**src/teq_pkg.sv**
```systemverilog
// ----------------------------------------------------------------------------
// teq_pkg: shared types, constants and microcode for the tone-stack equalizer
// Holds the Q8.24 constants, the control word that the sequencer hands to
// the datapath, and the program that computes one sample.
// ----------------------------------------------------------------------------
package teq_pkg;

    // Widths of the arithmetic.
    localparam int WORD_W         = 32;
    localparam int COEF_W         = 25;
    localparam int MUL_B_W        = WORD_W + 1;
    localparam int PROD_W         = WORD_W + MUL_B_W;
    localparam int Q_FRAC         = 24;
    localparam int DATA_WIDTH_DEF = 32;

    // Fixed filter coefficients and register reset values.
    localparam logic [COEF_W-1:0] RUMBLE_COEF  = 25'h002FF8C;
    localparam logic [COEF_W-1:0] BASS_COEF    = 25'h003FD65;
    localparam logic [COEF_W-1:0] TREBLE_COEF  = 25'h0579B7C;
    localparam logic [COEF_W-1:0] MID_COEF_RST = 25'h013563F;
    localparam logic [COEF_W-1:0] LP_COEF_RST  = 25'h092ACAE;
    localparam logic signed [WORD_W-1:0] UNITY_Q24 = 32'sh01000000;

    // Output clamp limits.
    localparam logic signed [WORD_W-1:0] PEAK_POS = 32'sh7FFFFF00;
    localparam logic signed [WORD_W-1:0] PEAK_NEG = -32'sh7FFFFF00;

    // Configuration register indexes.
    typedef enum logic [2:0] {
        CFG_INPUT_GAIN  = 3'd0,
        CFG_OUT_VOLUME  = 3'd1,
        CFG_BASS_GAIN   = 3'd2,
        CFG_MID_GAIN    = 3'd3,
        CFG_MID_COEF    = 3'd4,
        CFG_TREBLE_GAIN = 3'd5,
        CFG_LP_COEF     = 3'd6
    } cfg_idx_t;

    // Filter state registers.
    localparam int ST_N = 6;
    typedef enum logic [2:0] {
        ST_RUMBLE = 3'd0,
        ST_GLOBAL = 3'd1,
        ST_BASS   = 3'd2,
        ST_MID_HP = 3'd3,
        ST_MID_LP = 3'd4,
        ST_TREBLE = 3'd5
    } st_sel_t;

    // Multiplier operand A source.
    typedef enum logic [1:0] {
        MA_X,
        MA_D,
        MA_SUM,
        MA_ST
    } mul_a_t;

    // Multiplier operand B source.
    typedef enum logic [3:0] {
        MB_IN_GAIN,
        MB_RUMBLE,
        MB_LP_COEF,
        MB_BASS,
        MB_BASS_GAIN,
        MB_MID_COEF,
        MB_MID_GAIN,
        MB_TREBLE,
        MB_TREBLE_GAIN,
        MB_VOLUME
    } mul_b_t;

    // Difference register operation (st means the selected state register,
    // new means that state plus the product register).
    typedef enum logic [2:0] {
        D_NONE,
        D_P_MINUS_ST,
        D_X_MINUS_ST,
        D_H_MINUS_ST,
        D_X_MINUS_NEW
    } d_op_t;

    // Signal register operation.
    typedef enum logic [2:0] {
        X_NONE,
        X_LOAD_IN,
        X_P,
        X_X_MINUS_NEW,
        X_NEW
    } x_op_t;

    // Band sum operation.
    typedef enum logic [1:0] {
        S_NONE,
        S_LOAD,
        S_ADD
    } sum_op_t;

    // Sequencer jump condition.
    typedef enum logic [1:0] {
        J_NEXT,
        J_WAIT_IN,
        J_WAIT_OUT_RET
    } jmp_t;

    // One control word of the program.
    typedef struct packed {
        mul_a_t  mul_a;
        mul_b_t  mul_b;
        logic    mul_en;
        st_sel_t st_sel;
        logic    st_we;
        d_op_t   d_op;
        x_op_t   x_op;
        logic    h_we;
        sum_op_t sum_op;
        logic    out_load;
        jmp_t    jmp;
    } ctrl_t;

    localparam int UC_LEN    = 26;
    localparam int UC_STEP_W = $clog2(UC_LEN);

    localparam ctrl_t CTRL_NOP = '{
        mul_a:    MA_X,
        mul_b:    MB_IN_GAIN,
        mul_en:   1'b0,
        st_sel:   ST_RUMBLE,
        st_we:    1'b0,
        d_op:     D_NONE,
        x_op:     X_NONE,
        h_we:     1'b0,
        sum_op:   S_NONE,
        out_load: 1'b0,
        jmp:      J_NEXT
    };

    // Program for one sample. Every product lands in the product register
    // at the end of its step, so the step that consumes it comes next.
    function automatic ctrl_t ucode(input logic [UC_STEP_W-1:0] step);
        ctrl_t w;
        w = CTRL_NOP;
        case (step)
            // Idle: take a word into the signal register.
            5'd0:
            begin
                w.x_op = X_LOAD_IN;
                w.jmp  = J_WAIT_IN;
            end
            // Input gain.
            5'd1:
            begin
                w.mul_en = 1'b1; w.mul_a = MA_X; w.mul_b = MB_IN_GAIN;
            end
            5'd2:
            begin
                w.x_op = X_P; w.d_op = D_P_MINUS_ST; w.st_sel = ST_RUMBLE;
            end
            // Rumble high-pass.
            5'd3:
            begin
                w.mul_en = 1'b1; w.mul_a = MA_D; w.mul_b = MB_RUMBLE;
            end
            5'd4:
            begin
                w.st_sel = ST_RUMBLE; w.st_we = 1'b1; w.x_op = X_X_MINUS_NEW;
            end
            // Global low-pass.
            5'd5:
            begin
                w.st_sel = ST_GLOBAL; w.d_op = D_X_MINUS_ST;
            end
            5'd6:
            begin
                w.mul_en = 1'b1; w.mul_a = MA_D; w.mul_b = MB_LP_COEF;
            end
            5'd7:
            begin
                w.st_sel = ST_GLOBAL; w.st_we = 1'b1; w.x_op = X_NEW;
            end
            // Bass low-pass and bass gain.
            5'd8:
            begin
                w.st_sel = ST_BASS; w.d_op = D_X_MINUS_ST;
            end
            5'd9:
            begin
                w.mul_en = 1'b1; w.mul_a = MA_D; w.mul_b = MB_BASS;
            end
            5'd10:
            begin
                w.st_sel = ST_BASS; w.st_we = 1'b1;
            end
            5'd11:
            begin
                w.mul_en = 1'b1; w.mul_a = MA_ST; w.mul_b = MB_BASS_GAIN;
                w.st_sel = ST_BASS;
            end
            // Mid high-pass.
            5'd12:
            begin
                w.sum_op = S_LOAD; w.st_sel = ST_MID_HP; w.d_op = D_X_MINUS_ST;
            end
            5'd13:
            begin
                w.mul_en = 1'b1; w.mul_a = MA_D; w.mul_b = MB_MID_COEF;
            end
            5'd14:
            begin
                w.st_sel = ST_MID_HP; w.st_we = 1'b1; w.h_we = 1'b1;
            end
            // Mid low-pass and mid gain.
            5'd15:
            begin
                w.st_sel = ST_MID_LP; w.d_op = D_H_MINUS_ST;
            end
            5'd16:
            begin
                w.mul_en = 1'b1; w.mul_a = MA_D; w.mul_b = MB_MID_COEF;
            end
            5'd17:
            begin
                w.st_sel = ST_MID_LP; w.st_we = 1'b1;
            end
            5'd18:
            begin
                w.mul_en = 1'b1; w.mul_a = MA_ST; w.mul_b = MB_MID_GAIN;
                w.st_sel = ST_MID_LP;
            end
            // Treble high-shelf and treble gain.
            5'd19:
            begin
                w.sum_op = S_ADD; w.st_sel = ST_TREBLE; w.d_op = D_X_MINUS_ST;
            end
            5'd20:
            begin
                w.mul_en = 1'b1; w.mul_a = MA_D; w.mul_b = MB_TREBLE;
            end
            5'd21:
            begin
                w.st_sel = ST_TREBLE; w.st_we = 1'b1; w.d_op = D_X_MINUS_NEW;
            end
            5'd22:
            begin
                w.mul_en = 1'b1; w.mul_a = MA_D; w.mul_b = MB_TREBLE_GAIN;
            end
            // Mix, volume and output.
            5'd23:
            begin
                w.sum_op = S_ADD;
            end
            5'd24:
            begin
                w.mul_en = 1'b1; w.mul_a = MA_SUM; w.mul_b = MB_VOLUME;
            end
            5'd25:
            begin
                w.out_load = 1'b1; w.jmp = J_WAIT_OUT_RET;
            end
            default:
            begin
                w.jmp = J_WAIT_OUT_RET;
            end
        endcase
        return w;
    endfunction

endpackage

```
**src/three_band_tonestack_eq_core.sv**
```systemverilog
// ----------------------------------------------------------------------------
// three_band_tonestack_eq_core: three-band tone-stack equalizer, one channel
// Each input word is one signed sample; it is taken at the idle step of the
// program, and its result enters the output register at the output step.
// A new word is accepted only once the previous one has reached that register.
// The pace is set by the eleven dependent Q8.24 products that go one after
// another through the single shared 32 x 33 multiplier under control of the
// microcode program. The result register holds a finished word while the next
// sample is processed.
// The user must write settings through the plain write port only while the
// block is idle; the block does not enforce this. Gains are signed Q8.24,
// coefficients unsigned 25-bit Q1.24; writes to unused indexes are dropped.
// ----------------------------------------------------------------------------
module three_band_tonestack_eq_core
    import teq_pkg::*;
#(
    parameter int DATA_WIDTH = DATA_WIDTH_DEF
)
(
    input  logic                         clk,
    input  logic                         rst_n,
    input  logic                         cfg_we,
    input  logic [2:0]                   cfg_index,
    input  logic [WORD_W-1:0]            cfg_data,
    input  logic signed [DATA_WIDTH-1:0] sample_in,
    input  logic                         in_valid,
    output logic                         in_stall,
    output logic signed [WORD_W-1:0]     sample_out,
    output logic                         out_valid,
    input  logic                         out_stall
);

    ctrl_t ctrl;
    logic  out_free;

    // Sequencer.
    teq_useq u_useq (
        .clk      (clk),
        .rst_n    (rst_n),
        .in_valid (in_valid),
        .out_free (out_free),
        .ctrl     (ctrl)
    );

    // Datapath.
    teq_dpath #(
        .DATA_WIDTH (DATA_WIDTH)
    ) u_dpath (
        .clk        (clk),
        .rst_n      (rst_n),
        .ctrl       (ctrl),
        .cfg_we     (cfg_we),
        .cfg_index  (cfg_index),
        .cfg_data   (cfg_data),
        .sample_in  (sample_in),
        .out_stall  (out_stall),
        .sample_out (sample_out),
        .out_valid  (out_valid),
        .out_free   (out_free)
    );

    // Input words are taken only at the idle step of the program.
    assign in_stall = (ctrl.jmp != J_WAIT_IN);

`ifndef NO_ASSERTIONS
    // A word accepted starts the program, so the next cycle is busy.
    a_busy_after_accept: assert property (
        @(posedge clk) disable iff (!rst_n)
        (in_valid && !in_stall) |=> in_stall
    ) else $error("input accepted on consecutive cycles");

    // A result appears only after the output step of the program.
    a_out_from_program: assert property (
        @(posedge clk) disable iff (!rst_n)
        $rose(out_valid) |-> $past(ctrl.out_load)
    ) else $error("output valid without an output step");

    // Every delivered word lies within the clamp limits.
    a_out_clamped: assert property (
        @(posedge clk) disable iff (!rst_n)
        out_valid |-> (sample_out <= PEAK_POS && sample_out >= PEAK_NEG)
    ) else $error("output word outside clamp limits");
`endif

endmodule

```
**src/teq_useq.sv**
```systemverilog
// ----------------------------------------------------------------------------
// teq_useq: microcode sequencer
// A step counter addresses the program table; each control word carries a
// jump condition that holds the counter while waiting for an input word or
// for room in the output register.
// ----------------------------------------------------------------------------
module teq_useq
    import teq_pkg::*;
(
    input  logic  clk,
    input  logic  rst_n,
    input  logic  in_valid,
    input  logic  out_free,
    output ctrl_t ctrl
);

    logic [UC_STEP_W-1:0] step_reg;
    logic [UC_STEP_W-1:0] step_next;

    // Program table lookup.
    assign ctrl = ucode(step_reg);

    // Next step from the jump condition.
    always_comb
    begin
        case (ctrl.jmp)
            J_NEXT:
            begin
                step_next = step_reg + UC_STEP_W'(1);
            end
            J_WAIT_IN:
            begin
                step_next = in_valid ? step_reg + UC_STEP_W'(1) : step_reg;
            end
            J_WAIT_OUT_RET:
            begin
                step_next = out_free ? '0 : step_reg;
            end
            default:
            begin
                step_next = '0;
            end
        endcase
    end

    // Step counter.
    always_ff @(posedge clk or negedge rst_n)
    begin
        if (!rst_n)
        begin
            step_reg <= '0;
        end
        else
        begin
            step_reg <= step_next;
        end
    end

endmodule

```
**src/teq_dpath.sv**
```systemverilog
// ----------------------------------------------------------------------------
// teq_dpath: equalizer datapath
// One shared Q8.24 multiplier with a product register, the filter state
// registers, working registers for the signal and band sum, the setting
// registers and the output register, all steered by the control word.
// ----------------------------------------------------------------------------
module teq_dpath
    import teq_pkg::*;
#(
    parameter int DATA_WIDTH = DATA_WIDTH_DEF
)
(
    input  logic                         clk,
    input  logic                         rst_n,
    input  ctrl_t                        ctrl,
    input  logic                         cfg_we,
    input  logic [2:0]                   cfg_index,
    input  logic [WORD_W-1:0]            cfg_data,
    input  logic signed [DATA_WIDTH-1:0] sample_in,
    input  logic                         out_stall,
    output logic signed [WORD_W-1:0]     sample_out,
    output logic                         out_valid,
    output logic                         out_free
);

    // Setting registers.
    logic signed [WORD_W-1:0] in_gain_reg;
    logic signed [WORD_W-1:0] volume_reg;
    logic signed [WORD_W-1:0] bass_gain_reg;
    logic signed [WORD_W-1:0] mid_gain_reg;
    logic signed [WORD_W-1:0] treble_gain_reg;
    logic [COEF_W-1:0]        mid_coef_reg;
    logic [COEF_W-1:0]        lp_coef_reg;

    // Working registers.
    logic signed [WORD_W-1:0] x_reg;
    logic signed [WORD_W-1:0] d_reg;
    logic signed [WORD_W-1:0] h_reg;
    logic signed [WORD_W-1:0] sum_reg;
    logic signed [WORD_W-1:0] p_reg;
    logic signed [WORD_W-1:0] st_reg [ST_N];
    logic signed [WORD_W-1:0] out_reg;
    logic                     out_valid_reg;

    logic signed [WORD_W-1:0]  st_rd;
    logic signed [WORD_W-1:0]  st_new;
    logic signed [WORD_W-1:0]  mul_a;
    logic signed [MUL_B_W-1:0] mul_b;
    logic signed [PROD_W-1:0]  prod;
    logic signed [WORD_W-1:0]  clamped;

    // Configuration writes; indexes beyond the list are ignored.
    always_ff @(posedge clk or negedge rst_n)
    begin
        if (!rst_n)
        begin
            in_gain_reg     <= UNITY_Q24;
            volume_reg      <= UNITY_Q24;
            bass_gain_reg   <= UNITY_Q24;
            mid_gain_reg    <= UNITY_Q24;
            treble_gain_reg <= UNITY_Q24;
            mid_coef_reg    <= MID_COEF_RST;
            lp_coef_reg     <= LP_COEF_RST;
        end
        else if (cfg_we)
        begin
            case (cfg_idx_t'(cfg_index))
                CFG_INPUT_GAIN:  in_gain_reg     <= cfg_data;
                CFG_OUT_VOLUME:  volume_reg      <= cfg_data;
                CFG_BASS_GAIN:   bass_gain_reg   <= cfg_data;
                CFG_MID_GAIN:    mid_gain_reg    <= cfg_data;
                CFG_MID_COEF:    mid_coef_reg    <= cfg_data[COEF_W-1:0];
                CFG_TREBLE_GAIN: treble_gain_reg <= cfg_data;
                CFG_LP_COEF:     lp_coef_reg     <= cfg_data[COEF_W-1:0];
                default:
                begin
                end
            endcase
        end
    end

    // Selected state register and its updated value.
    always_comb
    begin
        case (ctrl.st_sel)
            ST_RUMBLE: st_rd = st_reg[ST_RUMBLE];
            ST_GLOBAL: st_rd = st_reg[ST_GLOBAL];
            ST_BASS:   st_rd = st_reg[ST_BASS];
            ST_MID_HP: st_rd = st_reg[ST_MID_HP];
            ST_MID_LP: st_rd = st_reg[ST_MID_LP];
            ST_TREBLE: st_rd = st_reg[ST_TREBLE];
            default:   st_rd = '0;
        endcase
    end

    assign st_new = st_rd + p_reg;

    // Multiplier operand A.
    always_comb
    begin
        case (ctrl.mul_a)
            MA_X:    mul_a = x_reg;
            MA_D:    mul_a = d_reg;
            MA_SUM:  mul_a = sum_reg;
            MA_ST:   mul_a = st_rd;
            default: mul_a = x_reg;
        endcase
    end

    // Multiplier operand B: gains sign-extend, coefficients zero-extend.
    always_comb
    begin
        case (ctrl.mul_b)
            MB_IN_GAIN:     mul_b = MUL_B_W'(in_gain_reg);
            MB_RUMBLE:      mul_b = MUL_B_W'(signed'({1'b0, RUMBLE_COEF}));
            MB_LP_COEF:     mul_b = MUL_B_W'(signed'({1'b0, lp_coef_reg}));
            MB_BASS:        mul_b = MUL_B_W'(signed'({1'b0, BASS_COEF}));
            MB_BASS_GAIN:   mul_b = MUL_B_W'(bass_gain_reg);
            MB_MID_COEF:    mul_b = MUL_B_W'(signed'({1'b0, mid_coef_reg}));
            MB_MID_GAIN:    mul_b = MUL_B_W'(mid_gain_reg);
            MB_TREBLE:      mul_b = MUL_B_W'(signed'({1'b0, TREBLE_COEF}));
            MB_TREBLE_GAIN: mul_b = MUL_B_W'(treble_gain_reg);
            MB_VOLUME:      mul_b = MUL_B_W'(volume_reg);
            default:        mul_b = '0;
        endcase
    end

    // Full signed product; the Q8.24 result is its middle word.
    assign prod = mul_a * mul_b;

    // Product, signal, difference, mid high-pass and sum registers.
    always_ff @(posedge clk)
    begin
        if (ctrl.mul_en)
        begin
            p_reg <= prod[Q_FRAC+WORD_W-1 -: WORD_W];
        end

        case (ctrl.x_op)
            X_LOAD_IN:     x_reg <= WORD_W'(sample_in);
            X_P:           x_reg <= p_reg;
            X_X_MINUS_NEW: x_reg <= x_reg - st_new;
            X_NEW:         x_reg <= st_new;
            default:
            begin
            end
        endcase

        case (ctrl.d_op)
            D_P_MINUS_ST:  d_reg <= p_reg - st_rd;
            D_X_MINUS_ST:  d_reg <= x_reg - st_rd;
            D_H_MINUS_ST:  d_reg <= h_reg - st_rd;
            D_X_MINUS_NEW: d_reg <= x_reg - st_new;
            default:
            begin
            end
        endcase

        if (ctrl.h_we)
        begin
            h_reg <= x_reg - st_new;
        end

        case (ctrl.sum_op)
            S_LOAD: sum_reg <= p_reg;
            S_ADD:  sum_reg <= sum_reg + p_reg;
            default:
            begin
            end
        endcase
    end

    // Filter state accumulators.
    always_ff @(posedge clk or negedge rst_n)
    begin
        if (!rst_n)
        begin
            for (int i = 0; i < ST_N; i++)
            begin
                st_reg[i] <= '0;
            end
        end
        else if (ctrl.st_we)
        begin
            st_reg[ctrl.st_sel] <= st_new;
        end
    end

    // Output clamp.
    always_comb
    begin
        if (p_reg > PEAK_POS)
        begin
            clamped = PEAK_POS;
        end
        else if (p_reg < PEAK_NEG)
        begin
            clamped = PEAK_NEG;
        end
        else
        begin
            clamped = p_reg;
        end
    end

    // Output register; it takes a new word when empty or being drained.
    assign out_free = !out_valid_reg || !out_stall;

    always_ff @(posedge clk or negedge rst_n)
    begin
        if (!rst_n)
        begin
            out_valid_reg <= 1'b0;
        end
        else if (ctrl.out_load && out_free)
        begin
            out_valid_reg <= 1'b1;
        end
        else if (!out_stall)
        begin
            out_valid_reg <= 1'b0;
        end
    end

    always_ff @(posedge clk)
    begin
        if (ctrl.out_load && out_free)
        begin
            out_reg <= clamped;
        end
    end

    assign sample_out = out_reg;
    assign out_valid  = out_valid_reg;

endmodule
```
**config.mk**
```make
export PLATFORM = sky130hd
export DESIGN_NAME = three_band_tonestack_eq_core
export DESIGN_NICKNAME = d
export VERILOG_FILES = /design/src/teq_pkg.sv /design/src/three_band_tonestack_eq_core.sv /design/src/teq_useq.sv /design/src/teq_dpath.sv
export SDC_FILE = /design/constraint.sdc
export NUM_CORES = 2
export LEC_CHECK = 0
export ABC_AREA = 0
export BUFFER_PORTS_ARGS = -buffer_cell sky130_fd_sc_hd__buf_2
export CAP_MARGIN = 30
export CORE_MARGIN = 4
export CORE_UTILIZATION = 35
export CTS_CLUSTER_SIZE = 30
export DETAILED_ROUTE_END_ITERATION = 8
export GPL_TIMING_DRIVEN = 1
export PLACE_DENSITY = 0.51
export SYNTH_ARGS = -nofsm -noshare
export SYNTH_HDL_FRONTEND = slang
export SYNTH_SLANG_ARGS = --single-unit
```
**constraint.sdc**
```tcl
create_clock -name clk -period 31.2 [get_ports clk]
set_input_delay 4.68 -clock clk [delete_from_list [all_inputs] [get_ports clk]]
set_output_delay 4.68 -clock clk [all_outputs]
set_load 0.05 [all_outputs]
```
======== Yosys cells after proc, flatten, opt, wreduce, memory -nomap -nowiden ========
Cells that the tools add are included.
cells by class
  $lt $le $gt $ge ......................... 4
  add/sub/neg operators ................... 7
  multiply operators ...................... 1
  reductions and logical operators ........ 33
  multiplexer cells ....................... 24
  eq/ne operators ......................... 64
  bitwise operators ....................... 1
operator list
  cell                                                number
  case mux 32 bit (4 select lines)                    3
  case mux 33 bit (10 select lines)                   1
  bitwise mux 192 bit                                 1
  case mux 32 bit (6 select lines)                    1
  subtractor 32 bit                                   4
  demux 32 bit (select 3 bit)                         1
  case mux 7 bit (10 select lines)                    1
  adder 32 bit                                        2
  two-way mux 32 bit                                  2
  case mux 32 bit (2 select lines)                    1
  multiplier 32 x 33 -> 56 bit                        1
  == test 5 bit, second input constant                10
  == test 5 x 4 -> 1 bit, second input constant       8
  > comparator 32 bit, second input constant          1
  less-than comparator 32 bit, second input constant  1
  == test 3 x 2 -> 1 bit, second input constant       8
  case mux 3 bit (4 select lines)                     2
  OR reduction 24 bit                                 1
  == test 3 bit, second input constant                7
  == test 5 x 3 -> 1 bit, second input constant       4
  == test 4 x 3 -> 1 bit, second input constant       4
  AND reduction 2 bit                                 8
  case mux 3 bit (5 select lines)                     1
  case mux 5 bit (3 select lines)                     1
  30 further kinds                                    60
storage, ports and cells
  register bits ........................... 600
  word-level logic and storage cells ...... 156
  output and inout bits ................... 34

======== Depth between registers and ports, before layout ========
  depth after elaboration ................. 9
  mapped depth ............................ 46
  mapped depth without buffers ............ 40

======== Cells and area by module ========
From an unflattened synthesis, not the netlist that was laid out.
second synthesis, totals
  cells, all modules ...................... 6871
  area total of the unflattened synthesis .. 65696.8 µm²
modules (own cells, without submodules)
  module                        times used  cells each  sequential area each (µm²)  area an instance (µm²)
  teq_dpath                     1           6756        15887.7                     64869.7
  teq_useq                      1           114         125.1                       820.8
  three_band_tonestack_eq_core  1           1           0.0                         6.3

======== Least setup slack after synthesis ========
Ideal clock, no wire load.
  path kind ............................... register to register
  start ................................... register u_useq.step_reg[3]
  end ..................................... register u_dpath.p_reg[30] (data pin)
  stages on the path, launching flop included .. 42
  arrival time ............................ 10.396 ns
  buffers on the path ..................... 9
  clock period less this slack ............ 10.656 ns
  data required time ...................... 30.940 ns
  path slack .............................. 20.544 ns
  cells stage by stage .................... dfrtp_1 -> buf_2 -> buf_2 -> buf_2 -> buf_1 -> and3_1 -> ha_1 -> a211o_1 -> a211oi_1 -> clkbuf_1 -> clkbuf_1 -> clkbuf_1 -> a22oi_1 -> o221ai_1 -> inv_1 -> o221ai_1 -> o21a_1 -> clkbuf_1 -> (+6 left out) -> fa_1 -> inv_1 -> fa_1 -> fa_1 -> fa_1 -> inv_1 -> fa_1 -> inv_1 -> ha_1 -> clkbuf_1 -> nand4_1 -> or4_1 -> o21ai_0 -> and4b_1 -> a21oi_2 -> or3_4 -> a311oi_2 -> xnor2_1
on the way
  longest elaborated chain between the ends .. 7
RTL lines
  what                                                                       line              text
  from (decl)                                                                teq_useq.sv:17    logic [UC_STEP_W-1:0] step_reg;
  from (signal assigned)                                                     teq_useq.sv:55    step_reg <= step_next;
  == test 5 x 4 -> 1 bit, or another cell as far along                       teq_pkg.sv:142    case (step)
  OR reduction 3 bit (no line) / OR reduction 2 bit (equally long branches)  n/a
  case mux 3 bit (5 select lines)                                            teq_pkg.sv:142
  == test 3 bit, or another cell as far along                                teq_dpath.sv:85   case (ctrl.st_sel)
  case mux 32 bit (6 select lines)                                           teq_dpath.sv:85
  case mux 32 bit (4 select lines)                                           teq_dpath.sv:101  case (ctrl.mul_a)
  multiplier 32 x 33 -> 56 bit *                                             teq_dpath.sv:129  assign prod = mul_a * mul_b;
  net u_dpath.prod[54]                                                       teq_dpath.sv:49   logic signed [PROD_W-1:0] prod;
  to (signal assigned)                                                       teq_dpath.sv:136  p_reg <= prod[Q_FRAC+WORD_W-1 -: WORD_W];
  to (decl)                                                                  teq_dpath.sv:40   logic signed [WORD_W-1:0] p_reg;
The timed path passes the listed nets; every way through them passes the cells marked *.
A chain may end at the register's enable or synchronous reset.

======== Worst setup path after layout ========
  start ................................... register u_useq.step_reg[0]
  end ..................................... register u_dpath.p_reg[21] (data pin)
The elaborated chain is that of the path after synthesis.

==> impl_metrics.ini <==
[synthesis]
synth_cells = 6854
syn_area_um2 = 65590
synth_seq_cells = 600
synth_cell_types = 104
synth-seq-area-share_pct = 24.41
synth_area_leaders = fa_1 30%, dfrtp_1 14%, edfxtp_1 8.8%
yosys_warnings = 0
syn_avg_cell_area_um2 = 9.569
synthFlopType = dfrtp_1
syn_nets = 8214
synth_edf_count = 192
synth_top_area_share_pct = 30.10
async_flop_share_pct = 68.00
synth_top_cell_by_area = fa_1

[sta]
fin_ws_ps = 18650
setup-violations-final = 0
period_share_pct = 40.23
maxSlewViolCount = 0
period_minus_slack_ps = 12550
worst_slew_pin_slew_ps = 1222
tns_ps = 0
hold_viol_final = 0
maxSlewHeadroom_pct = 18.55
clock_skew_ps = 48.92
rsz0062_at_grt = no
timing.fmax_mhz = 79.67

[final_layout]
largest_reg_flops = 192
nets = 8250
drive_above_1_share_pct = 11.73
area_delta_synth_final_pct = 10.68

[routing]
dr.pass1.iters = 7
wl_um = 242700
drt-vias-per-instance = 5.400
drt_iter0_markers = 4243
post_drt_wl_per_cell_um = 25.73
vias = 50920
antenna_left = 0
post-route-drc-count = 0

[cts]
cts_max_level = 3
numCtsBuffers = 74
clkTransAtPathRegs_ps = 60
cts_tree = done
cts_max_path_buffers = 3
clk_latency_ps = 710
hold_buffers = 0
post_cts_buffers = 0
post_cts_resize_count = 0
cts_root_buf = clkbuf_16
cts.sinks = 600

[global_route]
grt_pass1_vias = 53710
grt-ovfl-total = 0
antenna_found_initial = 6
grt_start_max_net_pins = 140
grt_util_all_layers_pct = 25.17
grt_pass1_wl_um = 361200

[critical_path]
critical-path-max-stage-delay_ps = 1120
start_kind = flop
crit_arrival_ps = 13000
cp-end-kind = flop
critical_path_class = reg -> reg
r2r_start = u_useq.step_reg[0]
worstRegToRegCells = 37
rrSetupSlack_ps = 18650
cp_max_fo = 35
crit_top_cell = fa_1
crit_start = u_useq.step_reg[0]
cp-endpoint = u_dpath.p_reg[21]
worst_ep_required_time_ps = 31650
rr_endpoint = u_dpath.p_reg[21]
crit_path_top_delay_cell = a221oi_1

[floorplan]
initial_core_util_pct = 35.29
fp.coreArea_um2 = 185800
die_area_um2 = 194400
rows = 158
die_w_um = 440.9
dieHeight_um = 440.9
num_io_pins = 106

[place]
dp_hpwl_um = 182900
port-buffer-count = 105
place_ws_ps = 18840
finalWeightedCongestion = 0.9585

[hold_path]
hold_path.class = reg -> reg

[job]
drv_cap = 0

[status]
status = finished, final reports clean
## cells in the mapped netlist, types with 8 or more instances
cell,instances
edfxtp_1,192
fa_1,986
xor2_1,59
a2111oi_0,9
a22oi_1,50
nor3b_1,8
or2_2,24
buf_1,15
o21ai_1,15
xnor2_1,107
o221ai_1,37
mux2_2,231
a21boi_0,18
dfrtp_1,378
a221oi_1,20
nand2_1,982
o21ai_0,372
and3_1,28
a222oi_1,38
a21o_1,96
a211o_1,10
dfstp_2,30
and2_1,29
o2111ai_1,8
nor3_1,73
nand2b_1,65
nand3_1,59
a211oi_1,26
or3_1,31
o31ai_1,11
nor4_1,10
nor2b_1,35
o211ai_1,19
o21a_1,34
o22ai_1,10
mux2i_1,114
a21oi_1,189
ha_1,302
inv_1,1070
buf_2,25
a31oi_1,23
nor2_1,536
clkbuf_1,305
nand4_1,27
o21bai_1,24
## metrics by stage
step | hold slack, ps | util (%) | area [um2] | std cells
after CTS | 482.5 | 39.01 | 72500 | 9425
after floorplan | 441.8 | - | 65590 | 6854
after global routing | 495.6 | 39.06 | 72590 | 9430
after detailed placement | 468.9 | 37.62 | 69920 | 9289
final | 476.7 | 39.06 | 72590 | 9431
after global placement | 457.7 | 37.48 | 69640 | 9271
## placed cells by master, fill, tap and decap left out, types with 18 or more instances in the layout
master,n
nor3_1,64
fa_1,986
xor2_1,59
nor2b_1,35
xnor2_1,107
a21o_1,95
a22oi_1,50
a211oi_1,23
nand2b_1,65
a222oi_1,38
nand2_1,977
dfstp_2,30
a21boi_0,18
o221ai_1,37
or2_2,24
o21ai_0,366
dfrtp_1,378
a21oi_1,186
buf_2,105
o21a_1,33
ha_1,301
buf_4,188
or3_1,31
and3_1,28
o211ai_1,19
mux2_2,231
mux2i_1,114
nand3_1,56
inv_1,1070
nor2_1,520
nand4_1,27
a31oi_1,23
and2_1,29
edfxtp_1,192
clkbuf_16,76
o21bai_1,23
## how the worst min path moves through the flow
stage / slack [ps] / end / start / cells after the start
detailed placement: 470 / u_dpath.st_reg[65] / u_dpath.st_reg[65] / 2
global placement: 460 / u_dpath.st_reg[65] / u_dpath.st_reg[65] / 2
finish: 480 / u_dpath.st_reg[2] / u_dpath.st_reg[2] / 2
global route: 500 / u_dpath.st_reg[144] / u_dpath.st_reg[144] / 2
floorplan: 440 / u_dpath.st_reg[65] / u_dpath.st_reg[65] / 2
CTS: 480 / u_dpath.st_reg[144] / u_dpath.st_reg[144] / 2
## cell type report
type                    instances  area, um2
fillers                     18710     113200
multi-input cells            4834      44600
flip-flops and latches        600      16010
inverters                    1070       4016
well taps                    2480       3103
repair buffers                310       2271
clock buffers                 105       2131
clock inverters                31      452.9
diodes                          1      2.502
## worst max-delay path, delay by kind of cell, from the launching register on
kind	cells	cell delay, ps
fa+ha+maj	10	4870
compound gates	12	4310
simple gates	6	1210
buf+inv	7	1040
flops	1	440
mux	1	270
xor+xnor	1	80
## routing by layer
layer | GRT usage (%) | vias to the layer above | wire length, um
met4 | 11.44 | 0 | 13190
li1 | - | 22210 | -
met5 | 0 | - | 0
met1 | 32.15 | 26300 | 98500
met2 | 41.07 | 1918 | 112600
met3 | 5.239 | 497 | 18370
## cell families (layout without fill, tap and decap cells)
logic type	count (synthesis)	count (layout)	synth area share [%]
XOR/XNOR	167	167	2.251
flip-flops	600	600	24.41
AND/OR/NAND/NOR	1947	1947	12.74
buffers and inverters	1420	1516	8.209
other	0	1	0
adder cells (fa/ha/maj)	1288	1288	35.86
AO/OA/AOI/OAI	1085	1085	10.78
multiplexers	347	347	5.746
Power is not shown: default switching activity piles up to over one toggle a cycle in this logic, so the estimate is an artifact.
